$ cat config.mk
export PLATFORM = sky130hd
export DESIGN_NAME = touch_sample_average_and_scale_top
export DESIGN_NICKNAME = d
export VERILOG_FILES = /design/src/sv/tsas_pkg.sv /design/src/sv/touch_sample_average_and_scale_top.sv /design/src/sv/tsas_div_lane.sv
export SDC_FILE = /design/constraint.sdc
export NUM_CORES = 1
export LEC_CHECK = 0
export BUFFER_PORTS_ARGS = -buffer_cell sky130_fd_sc_hd__buf_4
export CAP_MARGIN = 20
export CORE_ASPECT_RATIO = 1.2
export CORE_MARGIN = 4
export CORE_UTILIZATION = 60
export DETAILED_ROUTE_END_ITERATION = 7
export PLACE_DENSITY_LB_ADDON = 0.15
export SYNTH_ARGS = -nofsm -noshare
export SYNTH_HDL_FRONTEND = slang
export SYNTH_SLANG_ARGS = --single-unit
$ cat constraint.sdc
create_clock -name aclk -period 21.4 [get_ports aclk]
set_input_delay 3.21 -clock aclk [delete_from_list [all_inputs] [get_ports aclk]]
set_output_delay 3.21 -clock aclk [all_outputs]
set_load 0.01 [all_outputs]
$ cat src/sv/tsas_pkg.sv
// ----------------------------------------------------------------------------
// tsas_pkg
// Shared widths, register map and calibration defaults for the touch sample
// averaging and scaling block.
// ----------------------------------------------------------------------------
package tsas_pkg;

    localparam int SAMPLE_W   = 12;
    localparam int SUM_W      = 16;
    localparam int COUNT_W    = 5;
    localparam int PROD_W     = 2 * SAMPLE_W;
    localparam int APB_AW     = 5;
    localparam int APB_DW     = 32;
    localparam int IDX_W      = 3;

    localparam logic [COUNT_W-1:0] MAX_COUNT = 5'd16;

    localparam int SCREEN_WIDTH_DEF  = 480;
    localparam int SCREEN_HEIGHT_DEF = 272;

    localparam logic [SAMPLE_W-1:0] DEF_MIN_X = 12'd90;
    localparam logic [SAMPLE_W-1:0] DEF_MAX_X = 12'd945;
    localparam logic [SAMPLE_W-1:0] DEF_MIN_Y = 12'd105;
    localparam logic [SAMPLE_W-1:0] DEF_MAX_Y = 12'd830;

    localparam logic [IDX_W-1:0] REG_SAMPLE_COUNT = 3'd0;
    localparam logic [IDX_W-1:0] REG_SCALE_ENABLE = 3'd1;
    localparam logic [IDX_W-1:0] REG_CAL_MIN_X    = 3'd2;
    localparam logic [IDX_W-1:0] REG_CAL_MAX_X    = 3'd3;
    localparam logic [IDX_W-1:0] REG_CAL_MIN_Y    = 3'd4;
    localparam logic [IDX_W-1:0] REG_CAL_MAX_Y    = 3'd5;

    // clamp v into [lo, hi] (raise to lo first, then lower to hi), minus lo
    function automatic logic [SAMPLE_W-1:0] clamp_offset(
        input logic [SAMPLE_W-1:0] v,
        input logic [SAMPLE_W-1:0] lo,
        input logic [SAMPLE_W-1:0] hi
    );
        logic [SAMPLE_W-1:0] vc;
        vc = (v < lo) ? lo : v;
        vc = (vc > hi) ? hi : vc;
        return vc - lo;
    endfunction

endpackage

$ cat src/sv/touch_sample_average_and_scale_top.sv
// ----------------------------------------------------------------------------
// touch_sample_average_and_scale_top
// Sums sample_count touch words, then emits one rounded average, optionally
// clamped to calibration limits and scaled to the screen.
// ----------------------------------------------------------------------------
// Path: after the word that closes a set, the serial averaging divider runs;
// unscaled, its result then goes to the output register, while scaled, the clamp,
// a shift-add multiply and a serial scaling divider run before that load.
// Throughput: one word per cycle inside a set; input is held while a result is
// built and until the done state has loaded it into the output register.
// A finished result waits in the output register while new words are summed.
// Synchronous active-low reset clears sums, counters and m_tvalid; config resets, sample_count to one.
module touch_sample_average_and_scale_top #(
    parameter int SCREEN_WIDTH  = tsas_pkg::SCREEN_WIDTH_DEF,
    parameter int SCREEN_HEIGHT = tsas_pkg::SCREEN_HEIGHT_DEF
) (
    input  logic                        aclk,
    input  logic                        aresetn,
    // s_tdata: raw_x[11:0], raw_y[23:12], raw_pressure[35:24], zero pad
    input  logic                        s_tvalid,
    output logic                        s_tready,
    input  logic [39:0]                 s_tdata,
    // m_tdata: pos_x[11:0], pos_y[23:12], pressure[35:24], zero pad
    output logic                        m_tvalid,
    input  logic                        m_tready,
    output logic [39:0]                 m_tdata,
    // m_tuser: event_valid[0]
    output logic                        m_tuser,
    input  logic                        psel,
    input  logic                        penable,
    input  logic                        pwrite,
    input  logic [tsas_pkg::APB_AW-1:0] paddr,
    input  logic [tsas_pkg::APB_DW-1:0] pwdata,
    output logic [tsas_pkg::APB_DW-1:0] prdata,
    output logic                        pready
);

    localparam int SW = tsas_pkg::SAMPLE_W;
    localparam int UW = tsas_pkg::SUM_W;
    localparam int NW = tsas_pkg::COUNT_W;
    localparam int PW = tsas_pkg::PROD_W;
    localparam int MCW = $clog2(SW + 1);

    typedef enum logic [2:0] {
        S_IDLE,
        S_AVG,
        S_AVG_WAIT,
        S_PREP,
        S_MUL,
        S_DIV,
        S_DIV_WAIT,
        S_DONE
    } state_t;

    state_t state_reg;

    // configuration
    logic [NW-1:0] sample_count_reg;
    logic          scale_enable_reg;
    logic [SW-1:0] cal_min_x_reg;
    logic [SW-1:0] cal_max_x_reg;
    logic [SW-1:0] cal_min_y_reg;
    logic [SW-1:0] cal_max_y_reg;

    // accumulation
    logic [UW-1:0] sum_x_reg;
    logic [UW-1:0] sum_y_reg;
    logic [UW-1:0] sum_p_reg;
    logic [NW-1:0] taken_reg;
    logic          zero_seen_reg;
    logic          zero_res_reg;

    // scaling datapath
    logic [SW-1:0] mcand_x_reg;
    logic [SW-1:0] mcand_y_reg;
    logic [SW-1:0] span_x_reg;
    logic [SW-1:0] span_y_reg;
    logic          ok_x_reg;
    logic          ok_y_reg;
    logic [SW-1:0] mplr_x_reg;
    logic [SW-1:0] mplr_y_reg;
    logic [PW-1:0] prod_x_reg;
    logic [PW-1:0] prod_y_reg;
    logic [MCW-1:0] mul_cnt_reg;

    logic          m_tvalid_reg;
    logic          m_tuser_reg;
    logic [SW-1:0] pos_x_reg;
    logic [SW-1:0] pos_y_reg;
    logic [SW-1:0] pres_reg;

    logic [SW-1:0] raw_x;
    logic [SW-1:0] raw_y;
    logic [SW-1:0] raw_p;
    logic          s_accept;
    logic [NW-1:0] n_eff;
    logic [UW-1:0] half;
    logic [UW-1:0] sum_x_new;
    logic [UW-1:0] sum_y_new;
    logic [UW-1:0] sum_p_new;
    logic [NW-1:0] taken_new;
    logic          zero_new;

    logic          avg_start;
    logic          avg_busy_x;
    logic          avg_busy_y;
    logic          avg_busy_p;
    logic          avg_busy;
    logic [UW-1:0] avg_q_x;
    logic [UW-1:0] avg_q_y;
    logic [UW-1:0] avg_q_p;

    logic          scl_start;
    logic          scl_busy_x;
    logic          scl_busy_y;
    logic [PW-1:0] scl_q_x;
    logic [PW-1:0] scl_q_y;

    logic          use_def;
    logic [SW-1:0] lo_x;
    logic [SW-1:0] hi_x;
    logic [SW-1:0] lo_y;
    logic [SW-1:0] hi_y;
    logic [SW-1:0] res_x;
    logic [SW-1:0] res_y;
    logic          cfg_wr;
    logic [tsas_pkg::IDX_W-1:0] cfg_idx;

    assign raw_x = s_tdata[SW-1:0];
    assign raw_y = s_tdata[2*SW-1:SW];
    assign raw_p = s_tdata[3*SW-1:2*SW];

    assign s_tready = (state_reg == S_IDLE);
    assign s_accept = s_tvalid && s_tready;

    // zero counts as one, anything past sixteen as sixteen
    always_comb begin
        if (sample_count_reg == '0) begin
            n_eff = NW'(1);
        end else if (sample_count_reg > tsas_pkg::MAX_COUNT) begin
            n_eff = tsas_pkg::MAX_COUNT;
        end else begin
            n_eff = sample_count_reg;
        end
    end

    assign half      = UW'(n_eff >> 1);
    assign sum_x_new = sum_x_reg + UW'(raw_x);
    assign sum_y_new = sum_y_reg + UW'(raw_y);
    assign sum_p_new = sum_p_reg + UW'(raw_p);
    assign taken_new = taken_reg + 1'b1;
    assign zero_new  = zero_seen_reg || (raw_x == '0) || (raw_y == '0) || (raw_p == '0);

    assign avg_start = (state_reg == S_AVG);
    assign scl_start = (state_reg == S_DIV);
    assign avg_busy  = avg_busy_x || avg_busy_y || avg_busy_p;

    tsas_div_lane #(.DW(UW), .VW(NW)) u_avg_x (
        .aclk(aclk), .aresetn(aresetn), .start(avg_start),
        .dividend(sum_x_reg), .divisor(n_eff), .busy(avg_busy_x), .quotient(avg_q_x)
    );
    tsas_div_lane #(.DW(UW), .VW(NW)) u_avg_y (
        .aclk(aclk), .aresetn(aresetn), .start(avg_start),
        .dividend(sum_y_reg), .divisor(n_eff), .busy(avg_busy_y), .quotient(avg_q_y)
    );
    tsas_div_lane #(.DW(UW), .VW(NW)) u_avg_p (
        .aclk(aclk), .aresetn(aresetn), .start(avg_start),
        .dividend(sum_p_reg), .divisor(n_eff), .busy(avg_busy_p), .quotient(avg_q_p)
    );

    tsas_div_lane #(.DW(PW), .VW(SW)) u_scl_x (
        .aclk(aclk), .aresetn(aresetn), .start(scl_start),
        .dividend(prod_x_reg), .divisor(span_x_reg), .busy(scl_busy_x), .quotient(scl_q_x)
    );
    tsas_div_lane #(.DW(PW), .VW(SW)) u_scl_y (
        .aclk(aclk), .aresetn(aresetn), .start(scl_start),
        .dividend(prod_y_reg), .divisor(span_y_reg), .busy(scl_busy_y), .quotient(scl_q_y)
    );

    // min_x of zero selects the built-in limits for both axes
    assign use_def = (cal_min_x_reg == '0);
    assign lo_x    = use_def ? tsas_pkg::DEF_MIN_X : cal_min_x_reg;
    assign hi_x    = use_def ? tsas_pkg::DEF_MAX_X : cal_max_x_reg;
    assign lo_y    = use_def ? tsas_pkg::DEF_MIN_Y : cal_min_y_reg;
    assign hi_y    = use_def ? tsas_pkg::DEF_MAX_Y : cal_max_y_reg;

    always_comb begin
        if (scale_enable_reg) begin
            res_x = ok_x_reg ? scl_q_x[SW-1:0] : '0;
            res_y = ok_y_reg ? scl_q_y[SW-1:0] : '0;
        end else begin
            res_x = avg_q_x[SW-1:0];
            res_y = avg_q_y[SW-1:0];
        end
    end

    always_ff @(posedge aclk) begin
        if (!aresetn) begin
            state_reg     <= S_IDLE;
            sum_x_reg     <= '0;
            sum_y_reg     <= '0;
            sum_p_reg     <= '0;
            taken_reg     <= '0;
            zero_seen_reg <= 1'b0;
            mul_cnt_reg   <= '0;
            m_tvalid_reg  <= 1'b0;
        end else begin
            // the done state handles its own handshake on the output word
            if (m_tvalid_reg && m_tready && (state_reg != S_DONE)) begin
                m_tvalid_reg <= 1'b0;
            end
            case (state_reg)
                S_IDLE: begin
                    if (s_accept) begin
                        if (taken_new >= n_eff) begin
                            // sums carry the rounding term into the dividers
                            sum_x_reg     <= sum_x_new + half;
                            sum_y_reg     <= sum_y_new + half;
                            sum_p_reg     <= sum_p_new + half;
                            zero_res_reg  <= zero_new;
                            zero_seen_reg <= 1'b0;
                            taken_reg     <= '0;
                            state_reg     <= S_AVG;
                        end else begin
                            sum_x_reg     <= sum_x_new;
                            sum_y_reg     <= sum_y_new;
                            sum_p_reg     <= sum_p_new;
                            zero_seen_reg <= zero_new;
                            taken_reg     <= taken_new;
                        end
                    end
                end
                S_AVG: begin
                    sum_x_reg <= '0;
                    sum_y_reg <= '0;
                    sum_p_reg <= '0;
                    state_reg <= S_AVG_WAIT;
                end
                S_AVG_WAIT: begin
                    if (!avg_busy) begin
                        state_reg <= scale_enable_reg ? S_PREP : S_DONE;
                    end
                end
                S_PREP: begin
                    mcand_x_reg <= tsas_pkg::clamp_offset(avg_q_x[SW-1:0], lo_x, hi_x);
                    mcand_y_reg <= tsas_pkg::clamp_offset(avg_q_y[SW-1:0], lo_y, hi_y);
                    span_x_reg  <= hi_x - lo_x;
                    span_y_reg  <= hi_y - lo_y;
                    ok_x_reg    <= hi_x > lo_x;
                    ok_y_reg    <= hi_y > lo_y;
                    mplr_x_reg  <= SW'(SCREEN_WIDTH);
                    mplr_y_reg  <= SW'(SCREEN_HEIGHT);
                    prod_x_reg  <= '0;
                    prod_y_reg  <= '0;
                    mul_cnt_reg <= MCW'(SW);
                    state_reg   <= S_MUL;
                end
                S_MUL: begin
                    // MSB-first shift-add, one multiplier bit per cycle
                    prod_x_reg  <= {prod_x_reg[PW-2:0], 1'b0}
                                 + (mplr_x_reg[SW-1] ? PW'(mcand_x_reg) : '0);
                    prod_y_reg  <= {prod_y_reg[PW-2:0], 1'b0}
                                 + (mplr_y_reg[SW-1] ? PW'(mcand_y_reg) : '0);
                    mplr_x_reg  <= {mplr_x_reg[SW-2:0], 1'b0};
                    mplr_y_reg  <= {mplr_y_reg[SW-2:0], 1'b0};
                    mul_cnt_reg <= mul_cnt_reg - 1'b1;
                    if (mul_cnt_reg == MCW'(1)) begin
                        state_reg <= S_DIV;
                    end
                end
                S_DIV: begin
                    state_reg <= S_DIV_WAIT;
                end
                S_DIV_WAIT: begin
                    if (!scl_busy_x && !scl_busy_y) begin
                        state_reg <= S_DONE;
                    end
                end
                S_DONE: begin
                    if (!m_tvalid_reg || m_tready) begin
                        m_tvalid_reg <= 1'b1;
                        m_tuser_reg  <= !zero_res_reg;
                        pos_x_reg    <= zero_res_reg ? '0 : res_x;
                        pos_y_reg    <= zero_res_reg ? '0 : res_y;
                        pres_reg     <= zero_res_reg ? '0 : avg_q_p[SW-1:0];
                        state_reg    <= S_IDLE;
                    end
                end
                default: begin
                    state_reg <= S_IDLE;
                end
            endcase
        end
    end

    assign m_tvalid = m_tvalid_reg;
    assign m_tuser  = m_tuser_reg;
    assign m_tdata  = {4'b0000, pres_reg, pos_y_reg, pos_x_reg};

    // configuration port
    assign pready  = 1'b1;
    assign cfg_wr  = psel && penable && pwrite && pready;
    assign cfg_idx = paddr[tsas_pkg::APB_AW-1:2];

    always_ff @(posedge aclk) begin
        if (!aresetn) begin
            sample_count_reg <= NW'(1);
            scale_enable_reg <= 1'b0;
            cal_min_x_reg    <= '0;
            cal_max_x_reg    <= '0;
            cal_min_y_reg    <= '0;
            cal_max_y_reg    <= '0;
        end else if (cfg_wr) begin
            case (cfg_idx)
                tsas_pkg::REG_SAMPLE_COUNT: sample_count_reg <= pwdata[NW-1:0];
                tsas_pkg::REG_SCALE_ENABLE: scale_enable_reg <= pwdata[0];
                tsas_pkg::REG_CAL_MIN_X:    cal_min_x_reg    <= pwdata[SW-1:0];
                tsas_pkg::REG_CAL_MAX_X:    cal_max_x_reg    <= pwdata[SW-1:0];
                tsas_pkg::REG_CAL_MIN_Y:    cal_min_y_reg    <= pwdata[SW-1:0];
                tsas_pkg::REG_CAL_MAX_Y:    cal_max_y_reg    <= pwdata[SW-1:0];
                default: ;
            endcase
        end
    end

    always_comb begin
        case (cfg_idx)
            tsas_pkg::REG_SAMPLE_COUNT: prdata = tsas_pkg::APB_DW'(sample_count_reg);
            tsas_pkg::REG_SCALE_ENABLE: prdata = tsas_pkg::APB_DW'(scale_enable_reg);
            tsas_pkg::REG_CAL_MIN_X:    prdata = tsas_pkg::APB_DW'(cal_min_x_reg);
            tsas_pkg::REG_CAL_MAX_X:    prdata = tsas_pkg::APB_DW'(cal_max_x_reg);
            tsas_pkg::REG_CAL_MIN_Y:    prdata = tsas_pkg::APB_DW'(cal_min_y_reg);
            tsas_pkg::REG_CAL_MAX_Y:    prdata = tsas_pkg::APB_DW'(cal_max_y_reg);
            default:                    prdata = '0;
        endcase
    end

    // checks
    a_avg_busy_in_wait: assert property (@(posedge aclk) disable iff (!aresetn)
        avg_busy |-> (state_reg == S_AVG_WAIT))
        else $error("averaging divider busy outside its wait state");

    a_taken_below_max: assert property (@(posedge aclk) disable iff (!aresetn)
        (state_reg == S_IDLE) |-> (taken_reg < tsas_pkg::MAX_COUNT))
        else $error("sample count ran past the set size");

    a_invalid_is_zero: assert property (@(posedge aclk) disable iff (!aresetn)
        (m_tvalid_reg && !m_tuser_reg) |-> (m_tdata == '0))
        else $error("invalid event carries nonzero data");

    a_scaled_in_range: assert property (@(posedge aclk) disable iff (!aresetn)
        (m_tvalid_reg && m_tuser_reg && scale_enable_reg) |->
        ((pos_x_reg <= SW'(SCREEN_WIDTH)) && (pos_y_reg <= SW'(SCREEN_HEIGHT))))
        else $error("scaled position beyond screen size");

    a_load_from_done: assert property (@(posedge aclk) disable iff (!aresetn)
        $rose(m_tvalid_reg) |-> ($past(state_reg) == S_DONE))
        else $error("output word loaded outside the done state");

endmodule

$ cat src/sv/tsas_div_lane.sv
// ----------------------------------------------------------------------------
// tsas_div_lane
// Restoring divider, one quotient bit per cycle.
// ----------------------------------------------------------------------------
module tsas_div_lane #(
    parameter int DW = 16,
    parameter int VW = 5
) (
    input  logic          aclk,
    input  logic          aresetn,
    input  logic          start,
    input  logic [DW-1:0] dividend,
    input  logic [VW-1:0] divisor,
    output logic          busy,
    output logic [DW-1:0] quotient
);

    localparam int CW = $clog2(DW + 1);

    logic [CW-1:0] cnt_reg;
    logic          busy_reg;
    logic [DW-1:0] quo_reg;
    logic [VW-1:0] rem_reg;

    logic [VW:0]   trial;
    logic [VW:0]   diff;
    logic          fits;

    // dividend shifts out of the top while quotient bits shift in below
    assign trial = {rem_reg, quo_reg[DW-1]};
    assign diff  = trial - {1'b0, divisor};
    assign fits  = trial >= {1'b0, divisor};

    always_ff @(posedge aclk) begin
        if (!aresetn) begin
            busy_reg <= 1'b0;
            cnt_reg  <= '0;
        end else if (start) begin
            busy_reg <= 1'b1;
            cnt_reg  <= CW'(DW);
            quo_reg  <= dividend;
            rem_reg  <= '0;
        end else if (busy_reg) begin
            quo_reg <= {quo_reg[DW-2:0], fits};
            rem_reg <= fits ? diff[VW-1:0] : trial[VW-1:0];
            cnt_reg <= cnt_reg - 1'b1;
            if (cnt_reg == CW'(1)) begin
                busy_reg <= 1'b0;
            end
        end
    end

    assign busy     = busy_reg;
    assign quotient = quo_reg;

endmodule
==> run metrics <==
status complete, no violations; Initial DRT Pass Iterations 6; Finished Cell Area 30,900 µm²; VDD IR max between 0.06 and 0.07 mV; Max Cap Violations 0; routed wire length slightly above 70,000 µm; Top Ports 160; WS Path Type flip-flop to flip-flop; switching pwr 1080 µW; Die H 245 µm; All-Layer GR Usage 28.1%; Worst Setup SP cal_min_x_reg[0]; first-pass GRT wire length approximately 120,000 µm; Tmin final 7.91 ns; DIE WIDTH 205 µm; final setup fails 0; Hold WC Path Type flip-flop to flip-flop; DRC viols 0; # rows 86; PD cells 98.0 nW/µm²; routing usage on met3 3.42%; most numerous cell in the Yosys netlist nand2_1; RSZ-0062 raised after global routing false; # hold bufs at CTS 0; Seq pwr share 37.7%; Synth area leaders edfxtp_1, dfxtp_1, ha_1; CTS tree yes; leakage 0.0126 µW; ys async rst share 0%; Synth cell types 89; Core Box Area ~46,000 µm²; gr busiest metal met2; detailed placement HPWL 52,300 µm; area delta synth->final 10.3%; cell count after synthesis 3,113; Placer Congestion 0.926; share of the synthesized area in the top cell type 30.5%; Critical Path Sink Type flip-flop; fin nets 3,485; CP arrival ~8.3 ns; Tightest Pin Transition about 1.0 ns; Net Sw Frac 35.8%; final clock skew 0.0162 ns; fin. max-slew vios 0; Sink Count around 430; Initial Utilization 60.9%; cell mode on critical path a21oi_1; CP startpoint kind flip-flop; Rel. slew slack approximately 30%; clock buffer depth 3; wire length per cell 18.7 µm; total congestion overflow 0; Mean Syn Cell Area ~9 µm²; largest net degree at the start of global routing 82; vias per cell 5.94; Logic pwr share a little over a third; antenna-violating nets left 0; EDFF count, synth 285; #FFs+latches synth about 430; Post-CTS Setup Bufs 0; layout cells sized above 1 just under 9%; final setup TNS 0 ns; Critical Path Max Stage Delay 0.75 ns; Post-CTS Resized 0; CTS H-tree depth 2; cell taking the most area after synthesis edfxtp_1; Worst path slowest cell nor3_4; Die ar. between 50,000 and 60,000 µm²; CTS Root Cell clkbuf_16; Pint slightly below 2000 µW; sequential area share after synthesis 41.0%; met2 usage 50.7%; synthesized area roughly 28,000 µm²; synth warn 0; Post-DP Area ~29,000 µm²; most common library cells after synthesis nand2_1, edfxtp_1, nor2_1; Hold Violations, Final 0; most common flop cell mapped by yosys edfxtp_1; required time worst endpoint 21.74 ns; Worst-path clk slew 0.06 ns; DR vias around 23,000; initial antenna violation count 0; critical path fanouts, max 25; hold_ws 0.480 ns; diode count 0; Iter 0 DRT Violations 1,743; worst flop-to-flop path startpoint cal_min_x_reg[0]; Clock Power Share a little over a quarter; Hold Path Origin sum_p_reg[15]; f_max 126 MHz; IO buf count 108; number of global-route vias before repair 22,600; CTS Buf Count 47; met1 Use GR 34.7%; worst skew pair latency 0.59 ns; part of the cycle the worst path needs between 30% and 40%
## cells in the final DEF (no fill, tap or decap), types with 90 or more instances in the layout
cell	instances
ha_1	213
nand3_1	96
edfxtp_1	285
o21ai_0	126
dfxtp_1	146
buf_4	138
a21oi_1	187
nor2b_1	90
inv_1	166
nand2_1	473
nor2_1	276
## cell type report
class                           instances  area, µm²
Clock inverter                         15        183
Clock buffer                           71       1360
Timing Repair Buffer                  142       1090
Tap cell                              616        771
Inverter                              167        627
Fill cell                            3753      15100
Sequential cell                       431      11500
Multi-Input combinational cell       2382      15400
## cells by family (layout without fill, tap and decap cells)
family	count (synthesis)	in the layout	synth area share, %
AOI/OAI and AO/OA	623	623	14.2
xor gates and xnor gates	152	152	4.75
adders and majority gates	233	233	10.8
buffers and inverters	323	395	4.72
DFF	431	431	41.0
muxes	89	89	3.22
other	2	25	0.0268
and+or+nand+nor	1260	1260	21.3
## worst max-delay path, delay by kind of cell, from the launching register on
kind | cells | cell delay (ns)
flops | 1 | 0.43
fa+ha+maj | 4 | 1.16
xor+xnor | 1 | 0.08
mux | 1 | 0.25
simple gates | 7 | 2.70
buf+inv | 3 | 0.55
compound gates | 14 | 2.49
## final timing paths
check | slack, ns | end | cells after the start
setup reg to reg | 13.49 | mcand_y_reg[10] | 30
setup / recovery | 13.49 | mcand_y_reg[10] | 30
hold / removal | 0.48 | sum_p_reg[15] | 2
hold reg to reg | 0.48 | sum_p_reg[15] | 2
## power by group through the flow
| stage | Combinational, µW | Clock (µW) | Sequential [µW] |
|---|---|---|---|
| floorplan | 831 | 0 | 1110 |
| global placement | 1020 | 0 | 1150 |
| detailed placement | 1060 | 0 | 1160 |
| CTS | 1070 | 827 | 1140 |
| global route | 1210 | 860 | 1150 |
| finish | 1080 | 814 | 1140 |
## through the flow
stage | setup WS, ns | power, µW | utilization, % | std cells
3_5_place_dp | 13.58 | 2220 | 63.7 | 3735
2_1_floorplan | 13.87 | 1950 | - | 3136
5_1_grt | 12.93 | 3220 | 67.1 | 3824
4_1_cts | 13.58 | 3030 | 67.0 | 3821
6_report | 13.49 | 3030 | 67.1 | 3824
3_3_place_gp | 13.58 | 2170 | 63.7 | 3734
## metal layers
layer / up-vias / part of all wire, %
met4: 0 / 3.2
met2: 602 / 51
met1: 10900 / 41
li1: 11100 / -
met5: - / 0
met3: 135 / 4.5
Power figures use the tool's default switching activity.
